--- config.mk ---
export PLATFORM = sky130hd
export DESIGN_NAME = cfmo_mul
export DESIGN_NICKNAME = d
export VERILOG_FILES = /design/src/rtl/core/cfmo_pkg.sv /design/src/rtl/core/cfmo_mul.sv
export SDC_FILE = /design/constraint.sdc
export NUM_CORES = 2
export LEC_CHECK = 0
export ABC_AREA = 1
export BUFFER_PORTS_ARGS = -buffer_cell sky130_fd_sc_hd__buf_2
export CORE_MARGIN = 3
export CORE_UTILIZATION = 43
export DETAILED_ROUTE_END_ITERATION = 10
export SLEW_MARGIN = 40
export SYNTH_ARGS = -nofsm -noshare
export SYNTH_HDL_FRONTEND = slang
export SYNTH_SLANG_ARGS = --single-unit
--- constraint.sdc ---
create_clock -name clk -period 14.2 [get_ports clk]
set_input_delay 0.71 -clock clk [delete_from_list [all_inputs] [get_ports clk]]
set_output_delay 0.71 -clock clk [all_outputs]
set_load 0.05 [all_outputs]
--- src/rtl/core/cfmo_pkg.sv ---
`default_nettype none

package cfmo_pkg;

  localparam int VOICES_DEF     = 16;
  localparam int PHASE_BITS_DEF = 32;
  localparam int SINE_BITS_DEF  = 10;

  // shared multiplier operand widths
  localparam int MUL_A_W = 56;
  localparam int MUL_B_W = 20;
  localparam int MUL_P_W = MUL_A_W + MUL_B_W;

  localparam logic [24:0] C4_Q16        = 25'd17145893;
  localparam logic [17:0] TURNS_PER_RAD = 18'd166886;
  // ceil(2^21 / 5), exact for 19-bit dividends
  localparam logic [18:0] DIV5_RECIP    = 19'd419431;

  localparam logic [12:0] PITCH_RST = 13'd0;
  localparam logic [15:0] RATIO_RST = 16'd4096;
  localparam logic [13:0] DEPTH_RST = 14'd0;
  localparam logic [14:0] DELAY_RST = 15'd0;
  localparam logic [19:0] STEP_RST  = 20'd89478;
  localparam logic [1:0]  OVS_RST   = 2'd0;

  localparam int APB_AW = 5;

  typedef enum logic [2:0] {
    REG_PITCH = 3'd0,
    REG_RATIO = 3'd1,
    REG_DEPTH = 3'd2,
    REG_DELAY = 3'd3,
    REG_STEP  = 3'd4,
    REG_OVS   = 3'd5
  } reg_idx_t;

  typedef struct packed {
    logic [3:0]         voice;
    logic signed [15:0] note_cv;
    logic signed [15:0] ratio_cv;
    logic               ratio_patched;
    logic signed [15:0] depth_cv;
    logic               depth_patched;
    logic signed [15:0] delay_cv;
  } item_t;

  typedef struct packed {
    logic [3:0]         out_voice;
    logic signed [15:0] audio_out;
  } result_t;

  typedef enum logic [4:0] {
    ST_IDLE, ST_EX1, ST_EX2, ST_EX3, ST_BASE1, ST_BASE2, ST_F0,
    ST_RDIV, ST_RSAT, ST_DDIV, ST_DSAT, ST_F1, ST_F2, ST_RT,
    ST_ADV, ST_X2, ST_X3A, ST_X3B, ST_X3C,
    ST_SIN_A, ST_SIN_B, ST_SIN_C, ST_SIN_D, ST_SIN_E,
    ST_MT1, ST_MT2, ST_MT3, ST_OUT
  } fsm_state_t;

  typedef enum logic [1:0] {
    OP_Y2,
    OP_Y3,
    OP_Y4
  } sine_op_t;

  // knob scaled by positive cv over 10 V; q is the already divided product
  function automatic logic [15:0] knob_scale(logic [15:0] knob, logic signed [15:0] cv,
                                             logic patched, logic [16:0] q);
    logic [15:0] v;
    v = knob;
    if (patched) begin
      if (cv > 16'sd0) begin
        v = q[16] ? 16'hFFFF : q[15:0];
      end else begin
        v = 16'd0;
      end
    end
    return v;
  endfunction

endpackage

`default_nettype wire

--- src/rtl/core/cfmo_mul.sv ---
`default_nettype none

module cfmo_mul
  import cfmo_pkg::*;
(
  input  wire logic               clk,
  input  wire logic [MUL_A_W-1:0] a,
  input  wire logic [MUL_B_W-1:0] b,
  output logic      [MUL_P_W-1:0] prod
);

  always_ff @(posedge clk) begin
    prod <= MUL_P_W'(a) * MUL_P_W'(b);
  end

endmodule

`default_nettype wire

==> out/metrics.cfg <==
[run_status]
status = finished clean

[placement]
io_buffers = 152
gp_congestion = 0.9744
hpwlAfterDp_um = 90780

[floorplan]
start_util_pct = 43.80
io_pins = 153
fp.dieH_um = 307.4
fp.dieW_um = 307.4
die_area_um2 = 94510
core_area_um2 = 89190
rows = 109

[clock_network]
cts_sinks = 76
cts_buffers = 9
post-cts-setup-buffer-count = 0
cts_root_buf = clkbuf_16
clockBufferDepth = 2
clkTransAtPathRegs_ps = 70
cts_tree = built
postCtsResizedCells = 0
cts_hold_buf = 0
cts_max_level = 3

[global_route]
grt_use_total_pct = 25.72
antenna_found_initial = 1
first_global_vias = 33590
grt_pass1_wl_um = 188500
grt-ovfl-total = 0
grt_start_max_net_pins = 57
met2_usage_pct = 46.63
gr-usage-met1_pct = 33.27
top_usage_layer = met2
use_met3_pct = 1.706

[setup_path]
critPathLaunch = b[5]
crit_path_start_kind = primary input
worst_ep_required_time_ps = 14460
criticalPathCategory = in2reg
crit_path_max_fanout = 39
worstPathArrival_ps = 7490
worstSetupEndpointType = flop

[yosys]
yosysUniqueCellTypes = 29
syn_area_um2 = 39070
ys.warnings.count = 0
synth.avg_cell_area_um2 = 7.388
synth_seq_cells = 76
syn_nets = 6519
syn-instance-count = 5288
ys_seq_area_share_pct = 3.894

[routing]
ant_nets = 0
firstDrtPassIters = 5
via_per_inst = 4.866
drc_errors = 0
wirelength_um = 116400
first_iter_violations = 1993
routedWlPerCell_um = 18.17
via_count = 31180

[finish]
final_common_cell = inv_1
nNetsFinal = 6469
layout_common_cells = inv_1 (1,729), nand2_1 (1,689), fa_1 (968), ha_1 (186), buf_2 (145)
area_growth_pct = 4.945
regMostFlops = prod
reg.largest.list = prod (76)
drive_gt1_share_pct = 3.929
largest_register_ffs = 76
diodes = 0

[sta]
rsz0062_at_grt = false
timing.final.crit_share_pct = 50.87
setup_tns_ps = 0
finalMaxSlewViolations = 0
hold_violations = 0
slew_headroom_pct = 41.52
worst_pin_slew_ps = 877.2
post-route-min-period_ps = 7224
setup_viol = 0
fmax_mhz = 138.4

[worst_hold_path]
hp-class = in2reg
hold_start = a[0]

[job]
cap_violations = 0

worst paths after layout:
| kind | to | cells after the start | slack (ps) |
|---|---|---|---|
| worst max-delay path | prod[72] | 25 | 6980 |
| worst min-delay path | prod[0] | 3 | 810 |
per-layer routing:
layer | part of all wire [%] | wire [um] | vias to the layer above
met1 | 41 | 47900 | 15770
li1 | - | - | 14260
met4 | 3.1 | 3569 | 0
met3 | 4.9 | 5711 | 201
met2 | 51 | 59260 | 951
met5 | 0 | 0 | -
per-stage QoR:
step	hold slack, ps	instances	instance area [um^2]	util [%]	worst slack (ps)
after floorplan	1034	5288	39070	-	7842
after global placement	1180	6387	40540	45.45	6628
after detailed placement	1179	6389	40590	45.50	6614
after CTS	818.5	6405	40920	45.88	6979
after global routing	846.5	6408	41000	45.97	6562
final	813.4	6408	41000	45.97	6976
cells by family (layout without fill, tap and decap cells):
kind of cell	after synthesis	after routing	synth area share, %
XOR/XNOR	44	44	0.9864
adder cells (fa/ha/maj)	1154	1154	55.56
flip-flops	76	76	3.894
buffers and inverters	1962	1917	18.85
AND/OR/NAND/NOR	1927	1927	19.00
AO/OA/AOI/OAI	125	125	1.710
critical path, cell delays in order:
cell and delay, ps:
buf_2 440, buf_4 580, nand2_1 160, fa_1 560, inv_1 50, fa_1 520
inv_1 50, fa_1 480, fa_1 510, fa_1 490, inv_1 50, fa_1 520
inv_1 60, fa_1 470, inv_1 40, ha_1 450, nand2_1 150, nor2_1 160
inv_1 80, nor2_1 150, inv_1 110, o21ai_0 310, a21oi_1 140, nand3_1 100
nand2_1 50
area by class of cell:
cell class | count | area (um^2)
clock buffer | 11 | 252.7
clock inverter | 5 | 82.58
fill | 9281 | 48190
inverter | 1730 | 6494
multi-input combinational | 3250 | 30180
sequential | 76 | 1521
tap | 1165 | 1458
timing repair buffer | 171 | 1010
synth_stat cells:
library cell     n  area share [%]
ha_1           186             6.0
o21ai_1          2           0.026
nand3_1         50            0.64
nor3b_1          1           0.019
xnor2_1          8            0.18
nor3_2           1           0.026
dfxtp_1         76             3.9
a21oi_1         79             1.0
nor2_2           5           0.080
nand2_1       1689              16
o21ai_2          1           0.022
o21a_1           3           0.058
nand3_2          6            0.15
and2_1           2           0.032
inv_1         1729              17
xor2_1          36            0.81
nor2_1         139             1.3
nor3_1          18            0.23
a31oi_1          3           0.048
nand2_2          6           0.096
o21bai_1        10            0.19
clkinv_1         1          0.0096
buf_1           48            0.46
o21ai_0         26            0.33
clkbuf_1       184             1.8
a21o_1           1           0.019
fa_1           968              50
nand4_1          5           0.080
nor4_1           5           0.080
Power is left out: the tool's default activity adds up to more than one toggle a clock period on the data nets, which glitch-free logic cannot reach.
